$ cat config.mk
export PLATFORM = sky130hd
export DESIGN_NAME = servo_pwm_slew_speed_brake_unit
export DESIGN_NICKNAME = d
export VERILOG_FILES = /design/src/design/spbr_pkg.sv /design/src/design/spbr_slew_div.sv /design/src/design/servo_pwm_slew_speed_brake_unit.sv
export SDC_FILE = /design/constraint.sdc
export NUM_CORES = 1
export LEC_CHECK = 0
export ABC_AREA = 1
export BUFFER_PORTS_ARGS = -buffer_cell sky130_fd_sc_hd__buf_2
export CAP_MARGIN = 20
export CORE_MARGIN = 5
export CORE_UTILIZATION = 63
export DETAILED_ROUTE_END_ITERATION = 16
export GPL_ROUTABILITY_DRIVEN = 0
export PLACE_DENSITY_LB_ADDON = 0.08
export RECOVER_POWER = 25
export SLEW_MARGIN = 20
export SYNTH_ARGS = -nofsm -noshare
export SYNTH_HDL_FRONTEND = slang
export SYNTH_HIERARCHICAL = 1
export SYNTH_SLANG_ARGS = --single-unit
$ cat constraint.sdc
create_clock -name clk_i -period 6.3 [get_ports clk_i]
set_clock_uncertainty 0.05 [all_clocks]
set_input_delay 0.315 -clock clk_i [delete_from_list [all_inputs] [get_ports clk_i]]
set_output_delay 0.315 -clock clk_i [all_outputs]
set_load 0.005 [all_outputs]
$ cat src/design/spbr_pkg.sv
// Shared types, constants and reload arithmetic for the servo slew and brake unit.
package spbr_pkg;

  localparam int unsigned CountBits = 16;
  localparam int unsigned DivSteps  = 8;
  localparam int unsigned HighBase  = 65075;
  localparam int unsigned LowBase   = 47566;
  localparam int unsigned ScaleNum  = 2619;

  typedef enum logic [1:0] {
    CMD_PULSE    = 2'd0,
    CMD_LOCK_END = 2'd1,
    CMD_STEER    = 2'd2,
    CMD_BRAKE    = 2'd3
  } spbr_cmd_e;

  typedef enum logic [2:0] {
    REG_BRAKE_ON   = 3'd0,
    REG_BRAKE_OFF  = 3'd1,
    REG_FAST_COUNT = 3'd2,
    REG_SLOW_COUNT = 3'd3,
    REG_MAX_RISE   = 3'd4,
    REG_WINDOW     = 3'd5,
    REG_MIN_SPEED  = 3'd6,
    REG_MAX_SPEED  = 3'd7
  } spbr_reg_e;

  typedef struct packed {
    spbr_cmd_e  command;
    logic [7:0] target_angle;
    logic       brake_enable;
  } spbr_in_t;

  typedef struct packed {
    logic        steer_level;
    logic [15:0] steer_reload;
    logic        brake_level;
    logic [15:0] brake_reload;
    logic [7:0]  steer_position;
    logic [7:0]  brake_position;
    logic [4:0]  speed_level;
    logic        pulse_counted;
  } spbr_out_t;

  typedef struct packed {
    logic       start;
    logic [7:0] dividend;
    logic [5:0] divisor;
  } spbr_div_req_t;

  typedef struct packed {
    logic       done;
    logic [7:0] quotient;
  } spbr_div_rsp_t;

  // high phase: floor((65075*256 - pos*2619) / 256)
  function automatic logic [15:0] reload_high(logic [7:0] pos);
    logic [23:0] prod;
    logic [23:0] diff;
    prod = 24'(pos) * 24'(ScaleNum);
    diff = 24'(HighBase * 256) - prod;
    return diff[23:8];
  endfunction

  // low phase: floor((47566*256 + pos*2619) / 256)
  function automatic logic [15:0] reload_low(logic [7:0] pos);
    logic [23:0] prod;
    logic [23:0] sum;
    prod = 24'(pos) * 24'(ScaleNum);
    sum  = 24'(LowBase * 256) + prod;
    return sum[23:8];
  endfunction

endpackage

$ cat src/design/spbr_slew_div.sv
// Restoring serial divider, one quotient bit per cycle, for the steering slew step.
module spbr_slew_div (
  input  logic                   clk_i,
  input  logic                   rst_ni,
  input  spbr_pkg::spbr_div_req_t req_i,
  output spbr_pkg::spbr_div_rsp_t rsp_o
);
  import spbr_pkg::*;

  logic       busy_q, busy_d;
  logic       done_q, done_d;
  logic [2:0] cnt_q, cnt_d;
  logic [5:0] rem_q, rem_d;
  logic [5:0] dsr_q, dsr_d;
  logic [7:0] quo_q, quo_d;
  logic [6:0] trial;

  assign trial = {rem_q, quo_q[7]};

  always_comb begin
    busy_d = busy_q;
    done_d = 1'b0;
    cnt_d  = cnt_q;
    rem_d  = rem_q;
    dsr_d  = dsr_q;
    quo_d  = quo_q;
    if (req_i.start) begin
      busy_d = 1'b1;
      cnt_d  = '0;
      rem_d  = '0;
      quo_d  = req_i.dividend;
      dsr_d  = req_i.divisor;
    end else if (busy_q) begin
      if (trial >= {1'b0, dsr_q}) begin
        rem_d = 6'(trial - {1'b0, dsr_q});
        quo_d = {quo_q[6:0], 1'b1};
      end else begin
        rem_d = trial[5:0];
        quo_d = {quo_q[6:0], 1'b0};
      end
      cnt_d = cnt_q + 3'd1;
      if (cnt_q == 3'(DivSteps - 1)) begin
        busy_d = 1'b0;
        done_d = 1'b1;
      end
    end
  end

  always_ff @(posedge clk_i or negedge rst_ni) begin
    if (!rst_ni) begin
      busy_q <= 1'b0;
      done_q <= 1'b0;
      cnt_q  <= '0;
    end else begin
      busy_q <= busy_d;
      done_q <= done_d;
      cnt_q  <= cnt_d;
    end
  end

  always_ff @(posedge clk_i) begin
    rem_q <= rem_d;
    dsr_q <= dsr_d;
    quo_q <= quo_d;
  end

  assign rsp_o.done     = done_q;
  assign rsp_o.quotient = quo_q;

  a_start_idle : assert property (@(posedge clk_i) disable iff (!rst_ni)
    req_i.start |-> !busy_q) else $error("divider restarted while busy");
  a_start_busy : assert property (@(posedge clk_i) disable iff (!rst_ni)
    req_i.start |=> busy_q) else $error("divider did not start");
  a_last_done : assert property (@(posedge clk_i) disable iff (!rst_ni)
    busy_q && !req_i.start && cnt_q == 3'(DivSteps - 1) |=> done_q && !busy_q)
    else $error("divider missed its final step");

endmodule

$ cat src/design/servo_pwm_slew_speed_brake_unit.sv
// Top level: event sequencer, servo state, speed window and brake hysteresis.
//
//  channel | direction | handshake               | beat
//  --------+-----------+-------------------------+------------------------------
//  in      | input     | in_valid_i / in_ready_o  | one event (spbr_in_t)
//  out     | output    | out_valid_o/out_ready_i  | one result (spbr_out_t)
//  cfg     | input     | cfg_valid_i/cfg_ready_o  | register index and data
//
//  An event is accepted, executed and loaded into the output; a steering low
//  phase whose target differs from the position first waits while the slew
//  step runs through the serial divider, one quotient bit per cycle for 8 bits.
//  Reset sets the state and configuration registers to power-on values; no clearing pass.
//  The output register holds its beat while out_ready_i is low; a finished
//  event then waits in the done state and in_ready_o stays low until it moves.
//  The configuration port is always ready.
module servo_pwm_slew_speed_brake_unit (
  input  logic               clk_i,
  input  logic               rst_ni,
  input  logic               in_valid_i,
  output logic               in_ready_o,
  input  spbr_pkg::spbr_in_t  in_data_i,
  output logic               out_valid_o,
  input  logic               out_ready_i,
  output spbr_pkg::spbr_out_t out_data_o,
  input  logic               cfg_valid_i,
  output logic               cfg_ready_o,
  input  logic [2:0]         cfg_index_i,
  input  logic [7:0]         cfg_data_i
);
  import spbr_pkg::*;

  typedef enum logic [3:0] {
    S_IDLE = 4'b0001,
    S_EXEC = 4'b0010,
    S_DIV  = 4'b0100,
    S_DONE = 4'b1000
  } spbr_state_e;

  spbr_state_e state_q, state_d;

  // latched event
  spbr_cmd_e  cmd_q;
  logic [7:0] target_q;
  logic       enable_q;

  // configuration registers
  logic [7:0] brake_on_q, brake_off_q, fast_count_q, slow_count_q, max_rise_q;
  logic [5:0] window_q;
  logic [4:0] min_speed_q, max_speed_q;

  // servo and speed state
  logic                 lockout_q, lockout_d;
  logic [CountBits-1:0] pulse_q, pulse_d;
  logic [CountBits-1:0] prev_q, prev_d;
  logic [4:0]           speed_q, speed_d;
  logic [7:0]           steer_pos_q, steer_pos_d;
  logic [7:0]           brake_pos_q, brake_pos_d;
  logic                 steer_ph_q, steer_ph_d;
  logic                 brake_ph_q, brake_ph_d;
  logic [5:0]           period_q, period_d;
  logic [15:0]          steer_rl_q, steer_rl_d;
  logic [15:0]          brake_rl_q, brake_rl_d;
  logic                 counted_q, counted_d;
  logic                 slew_up_q, slew_up_d;

  logic                 out_valid_q, out_valid_d;
  spbr_out_t            out_q, out_d;
  logic                 out_load;

  spbr_div_req_t        div_req;
  spbr_div_rsp_t        div_rsp;

  // window arithmetic
  logic [CountBits-1:0] rise, cnt_lim;
  logic [4:0]           spd_cap, spd_win;
  logic [5:0]           pc_inc;
  logic [5:0]           slew_k;
  logic [7:0]           slew_t;
  logic [7:0]           slew_step;

  assign in_ready_o  = (state_q == S_IDLE);
  assign cfg_ready_o = 1'b1;

  // limit the rise of the window count, then clamp it into the speed range
  assign rise    = pulse_q - prev_q;
  assign cnt_lim = (pulse_q > prev_q && rise > CountBits'(max_rise_q))
                   ? prev_q + CountBits'(max_rise_q) : pulse_q;
  assign spd_cap = (cnt_lim > CountBits'(max_speed_q)) ? max_speed_q : cnt_lim[4:0];
  assign spd_win = (spd_cap < min_speed_q) ? min_speed_q : spd_cap;
  assign pc_inc  = period_q + 6'd1;

  // slew divisor (32 - speed) * 1.5, always 1..48
  assign slew_k    = 6'd32 - {1'b0, speed_q};
  assign slew_t    = {2'b00, slew_k} + {1'b0, slew_k, 1'b0};
  assign slew_step = div_rsp.quotient + 8'd2;

  spbr_slew_div u_div (
    .clk_i  (clk_i),
    .rst_ni (rst_ni),
    .req_i  (div_req),
    .rsp_o  (div_rsp)
  );

  always_comb begin
    state_d     = state_q;
    lockout_d   = lockout_q;
    pulse_d     = pulse_q;
    prev_d      = prev_q;
    speed_d     = speed_q;
    steer_pos_d = steer_pos_q;
    brake_pos_d = brake_pos_q;
    steer_ph_d  = steer_ph_q;
    brake_ph_d  = brake_ph_q;
    period_d    = period_q;
    steer_rl_d  = steer_rl_q;
    brake_rl_d  = brake_rl_q;
    counted_d   = counted_q;
    slew_up_d   = slew_up_q;
    out_load    = 1'b0;

    div_req.start    = 1'b0;
    div_req.dividend = (target_q > steer_pos_q) ? target_q - steer_pos_q
                                                : steer_pos_q - target_q;
    div_req.divisor  = slew_t[6:1];

    case (state_q)
      S_IDLE: begin
        if (in_valid_i) begin
          state_d = S_EXEC;
        end
      end
      S_EXEC: begin
        counted_d = 1'b0;
        state_d   = S_DONE;
        case (cmd_q)
          CMD_PULSE: begin
            if (!lockout_q) begin
              lockout_d = 1'b1;
              counted_d = 1'b1;
              if (pulse_q != '1) begin
                pulse_d = pulse_q + CountBits'(1);
              end
            end
          end
          CMD_LOCK_END: begin
            lockout_d = 1'b0;
          end
          CMD_STEER: begin
            if (!steer_ph_q) begin
              steer_rl_d = reload_high(steer_pos_q);
              steer_ph_d = 1'b1;
            end else begin
              // reload uses the position from before the slew
              steer_rl_d = reload_low(steer_pos_q);
              steer_ph_d = 1'b0;
              if (target_q != steer_pos_q) begin
                div_req.start = 1'b1;
                slew_up_d     = (target_q > steer_pos_q);
                state_d       = S_DIV;
              end
            end
          end
          CMD_BRAKE: begin
            if (!brake_ph_q) begin
              brake_rl_d = reload_high(brake_pos_q);
              brake_ph_d = 1'b1;
            end else begin
              brake_rl_d = reload_low(brake_pos_q);
              brake_ph_d = 1'b0;
              period_d   = pc_inc;
              if (pc_inc >= window_q) begin
                // close the speed window
                period_d = '0;
                prev_d   = cnt_lim;
                speed_d  = spd_win;
                pulse_d  = '0;
                if (!enable_q) begin
                  brake_pos_d = brake_off_q;
                end else if (cnt_lim >= CountBits'(fast_count_q)) begin
                  brake_pos_d = brake_on_q;
                end else if (cnt_lim <= CountBits'(slow_count_q)) begin
                  brake_pos_d = brake_off_q;
                end
              end
            end
          end
          default: begin
            state_d = S_DONE;
          end
        endcase
      end
      S_DIV: begin
        if (div_rsp.done) begin
          steer_pos_d = slew_up_q ? steer_pos_q + slew_step : steer_pos_q - slew_step;
          state_d     = S_DONE;
        end
      end
      S_DONE: begin
        // hold until the output register is free
        if (!out_valid_q || out_ready_i) begin
          out_load = 1'b1;
          state_d  = S_IDLE;
        end
      end
      default: begin
        state_d = S_IDLE;
      end
    endcase
  end

  always_comb begin
    out_d.steer_level    = steer_ph_q;
    out_d.steer_reload   = steer_rl_q;
    out_d.brake_level    = brake_ph_q;
    out_d.brake_reload   = brake_rl_q;
    out_d.steer_position = steer_pos_q;
    out_d.brake_position = brake_pos_q;
    out_d.speed_level    = speed_q;
    out_d.pulse_counted  = counted_q;
  end

  assign out_valid_d = out_load | (out_valid_q & ~out_ready_i);
  assign out_valid_o = out_valid_q;
  assign out_data_o  = out_q;

  always_ff @(posedge clk_i or negedge rst_ni) begin
    if (!rst_ni) begin
      state_q     <= S_IDLE;
      lockout_q   <= 1'b0;
      pulse_q     <= '0;
      prev_q      <= '0;
      speed_q     <= 5'd6;
      steer_pos_q <= 8'd90;
      brake_pos_q <= 8'd90;
      steer_ph_q  <= 1'b0;
      brake_ph_q  <= 1'b0;
      period_q    <= '0;
      steer_rl_q  <= '0;
      brake_rl_q  <= '0;
      counted_q   <= 1'b0;
      slew_up_q   <= 1'b0;
      out_valid_q <= 1'b0;
    end else begin
      state_q     <= state_d;
      lockout_q   <= lockout_d;
      pulse_q     <= pulse_d;
      prev_q      <= prev_d;
      speed_q     <= speed_d;
      steer_pos_q <= steer_pos_d;
      brake_pos_q <= brake_pos_d;
      steer_ph_q  <= steer_ph_d;
      brake_ph_q  <= brake_ph_d;
      period_q    <= period_d;
      steer_rl_q  <= steer_rl_d;
      brake_rl_q  <= brake_rl_d;
      counted_q   <= counted_d;
      slew_up_q   <= slew_up_d;
      out_valid_q <= out_valid_d;
    end
  end

  // configuration writes
  always_ff @(posedge clk_i or negedge rst_ni) begin
    if (!rst_ni) begin
      brake_on_q   <= 8'd93;
      brake_off_q  <= 8'd70;
      fast_count_q <= 8'd15;
      slow_count_q <= 8'd8;
      max_rise_q   <= 8'd50;
      window_q     <= 6'd20;
      min_speed_q  <= 5'd6;
      max_speed_q  <= 5'd25;
    end else if (cfg_valid_i) begin
      case (spbr_reg_e'(cfg_index_i))
        REG_BRAKE_ON:   brake_on_q   <= cfg_data_i;
        REG_BRAKE_OFF:  brake_off_q  <= cfg_data_i;
        REG_FAST_COUNT: fast_count_q <= cfg_data_i;
        REG_SLOW_COUNT: slow_count_q <= cfg_data_i;
        REG_MAX_RISE:   max_rise_q   <= cfg_data_i;
        REG_WINDOW:     window_q     <= cfg_data_i[5:0];
        REG_MIN_SPEED:  min_speed_q  <= cfg_data_i[4:0];
        REG_MAX_SPEED:  max_speed_q  <= cfg_data_i[4:0];
        default: begin
        end
      endcase
    end
  end

  // event and output payload
  always_ff @(posedge clk_i) begin
    if (in_valid_i && in_ready_o) begin
      cmd_q    <= in_data_i.command;
      target_q <= in_data_i.target_angle;
      enable_q <= in_data_i.brake_enable;
    end
    if (out_load) begin
      out_q <= out_d;
    end
  end

  a_div_only_steer_low : assert property (@(posedge clk_i) disable iff (!rst_ni)
    div_req.start |-> cmd_q == CMD_STEER && steer_ph_q && state_q == S_EXEC)
    else $error("slew divide started outside a steering low phase");
  a_div_enters_wait : assert property (@(posedge clk_i) disable iff (!rst_ni)
    div_req.start |=> state_q == S_DIV)
    else $error("sequencer did not wait for the divider");
  a_div_done_moves : assert property (@(posedge clk_i) disable iff (!rst_ni)
    state_q == S_DIV && div_rsp.done |=> state_q == S_DONE)
    else $error("divider result dropped");
  a_out_from_done : assert property (@(posedge clk_i) disable iff (!rst_ni)
    $rose(out_valid_q) |-> $past(state_q == S_DONE))
    else $error("output beat raised outside the done state");

endmodule

==> run summary <==
fill count -> 2273
status -> finished, violations left
clk_lat worst skew -> 0.55 ns
initial core utilization -> 0.638
Antenna Violating Nets Remaining -> 0
top_reg_cell synth -> dfrtp_1
share of the yosys chip area belonging to registers -> 0.362
NumNets Final -> 2629
startpoint type of the worst setup path -> flop
die height -> 181 µm
Initial DRT Pass Iterations -> 5
hpwl dp -> 31700 µm
Root Driver -> clkbuf_16
Worst Path Arrival -> 6.14 ns
Die X -> 181 µm
Clock Tree Buf Depth -> 3
final wirelength -> 41600 µm
port bufs -> 84
Worst IR Drop VDD -> 0.504 mV
vias in the first global route -> 14400
violated checks -> capacitance limit, slew limit
P_leak -> 10.7 nW
pins over their slew limit -> 84
cell taking the most area after synthesis -> dfrtp_1
number of synthesized flops with an enable pin -> 81
Data required, critical path -> 6.73 ns
Max Clock Freq -> 175 MHz
utilization after layout -> 0.709
WL/cell -> 15.2 µm
final hold violations -> 0
CP max stage delay -> 0.41 ns
drt drc -> 0
share of the synthesized area in the top cell type -> 0.174
Area growth, synth to finish -> 11.2%
Buffers & Inverters on Critical Path -> 6
PD cells -> 474 nW/µm²
cell area after synthesis -> 18400 µm²
kind of critical path -> flop to flop
fraction of registers with async set/reset -> 0.651
global-route wire length before repair -> 69500 µm
worst hold path class -> primary input to flop
max_slew headroom -> -2.15
synthesized net count -> 2512
clk slew on worst S/H paths -> 0.06 ns
RSZ-0062 raised after global routing -> no
CP delay by family, top -> simple AND/OR/NAND/NOR gates
setup TNS -> 0 ns
CTS tree -> built
global route overflow -> 0
cts bufs inserted -> 28
synthesis-stage register bit count -> 249
Global Route Usage Sum -> 0.251
Max-Cap Viols -> 1
Mapped Cells -> 2216
CTS Sinks -> 249
Slowest-stage cell, CP -> fa_1
post-synth cell types -> 59
Tmin final -> 5.72 ns
core area -> 28800 µm²
post-route cell area -> 20400 µm²
Area contributors post-synth -> dfrtp_1, ha_1, edfxtp_1
worst-margin pin slew -> 4.73 ns
Setup WS post-layout -> 0.583 ns
number of diodes -> 0
Final Hold Slack -> 0.0445 ns
routed vias/inst -> 5.40
H-tree levels -> 1
count of final setup violators -> 0
Critical Path Sink Type -> flop
via count -> 14800
period utilization -> 0.907
# IOs -> 86
FP Rows -> 62
initial antenna violation count -> 0
largest net degree at the start of global routing -> 84
Synth Area per Inst -> 8.29 µm²
placed instance area -> 19200 µm²
layout cells sized above 1 -> 0.0921
Crit Path Max Fanout -> 12
YS warnings -> 6
DRT iter0 DRCs -> 1013
Post-Place Worst Slack -> 0.193 ns
die area -> 32700 µm²
Top cell by count, worst path -> nand2_1
cells by family after synthesis:
logic type | after synthesis | synth area share
AND/OR/NAND/NOR | 867 | 0.203
buffers and inverters | 397 | 0.0834
AO/OA/AOI/OAI | 330 | 0.0994
adder cells (fa/ha/maj) | 269 | 0.202
flip-flops | 249 | 0.362
XOR/XNOR | 100 | 0.0477
multiplexers | 3 | 0.00164
other | 1 | 0.000204
final timing paths:
path	start	endpoint	slack [ns]	depth (start not counted)
max	pulse_q[0]$_DFFE_PN0P_	speed_q[2]$_DFFE_PN1P_	0.58	41
max reg2reg	pulse_q[0]$_DFFE_PN0P_	speed_q[2]$_DFFE_PN1P_	0.58	41
max in group asynchronous	rst_ni	steer_pos_q[2]$_DFFE_PN0P_	1.54	2
min	cfg_data_i[7]	max_rise_q[7]$_DFFE_PN0P_	0.04	3
min reg2reg	steer_rl_q[14]$_DFFE_PN0P_	out_data_o[53]$_DFFE_PP_	0.40	0
min in group asynchronous	rst_ni	steer_rl_q[1]$_DFFE_PN0P_	1.96	2
tightest hold or removal path, delay by kind of cell:
family	cells	cell delay (ns)
buf+inv	2	0.15
compound gates	1	0.15
per-stage QoR:
stage / power (mW) / std cells
floorplan: 6.46 / 2216
global placement: 7.37 / 2667
detailed placement: 7.61 / 2667
CTS: 9.40 / 2736
global route: 10.6 / 2739
finish: 9.67 / 2739
synth_stat cells (6+ instances only):
| master | n |
|---|---|
| nand3b_1 | 10 |
| nand2_2 | 20 |
| nand2_1 | 523 |
| o31ai_1 | 10 |
| nand4_1 | 14 |
| dfrtp_1 | 128 |
| xor2_1 | 72 |
| fa_1 | 46 |
| edfxtp_1 | 81 |
| ha_1 | 223 |
| or2_2 | 6 |
| xnor2_1 | 28 |
| nor3_1 | 25 |
| o21bai_1 | 9 |
| o21ai_0 | 164 |
| a21oi_1 | 98 |
| nor2_1 | 124 |
| dfstp_2 | 34 |
| inv_1 | 361 |
| nand3_1 | 114 |
| a31oi_1 | 10 |
| clkbuf_1 | 17 |
| dfxtp_1 | 6 |
layout by cell type (no fill, tap or decap), drive strengths merged, types with 46 or more instances in the layout:
cell / netlist / final
nand2: 547 / 548
inv: 366 / 367
ha: 223 / 223
o21ai: 171 / 171
nor2: 134 / 134
dfrtp: 128 / 128
nand3: 120 / 120
a21oi: 99 / 99
buf: 11 / 83
edfxtp: 81 / 81
xor2: 72 / 72
clkbuf: 17 / 52
fa: 46 / 46
routing by layer:
metal  track usage  part of all wire  up-vias
li1              -                 -     7431
met2         0.430              0.48      342
met4        0.0551             0.019        0
met3        0.0342             0.049       56
met1         0.344              0.45     6949
met5             0                 0        -
sequential cells by signal (all words and copies together), names as in the netlist, 16 cells and up:
register,cells
brake_rl_q,16
out_data_o,56
prev_q,16
pulse_q,16
steer_rl_q,16
cell type report:
type	count	area, µm²	share of cell area
Clock buffer	38	811	0.0397
Clock inverter	14	188	0.00919
Inverter	369	1390	0.0678
Multi-Input combinational cell	1571	10200	0.501
Sequential cell	249	6650	0.326
Tap cell	384	480	0.0235
Timing Repair Buffer	114	672	0.0329
repair_timing:
action / CTS / global route
setup endpoints to repair: 0 / 13
hold endpoints to repair: 87 / 0
hold buffers: 17 / 0
gates resized for setup: 0 / 12
buffers inserted: 0 / 2
report_power, final:
| part | internal [mW] | switching [mW] | leakage, nW |
|---|---|---|---|
| registers | 2.07 | 0.258 | 2.82 |
| logic | 2.11 | 3.49 | 7.40 |
| clock network | 1.07 | 0.676 | 0.479 |
| total | 5.25 | 4.42 | 10.7 |
Note: power is estimated with default switching activity, not from simulation.
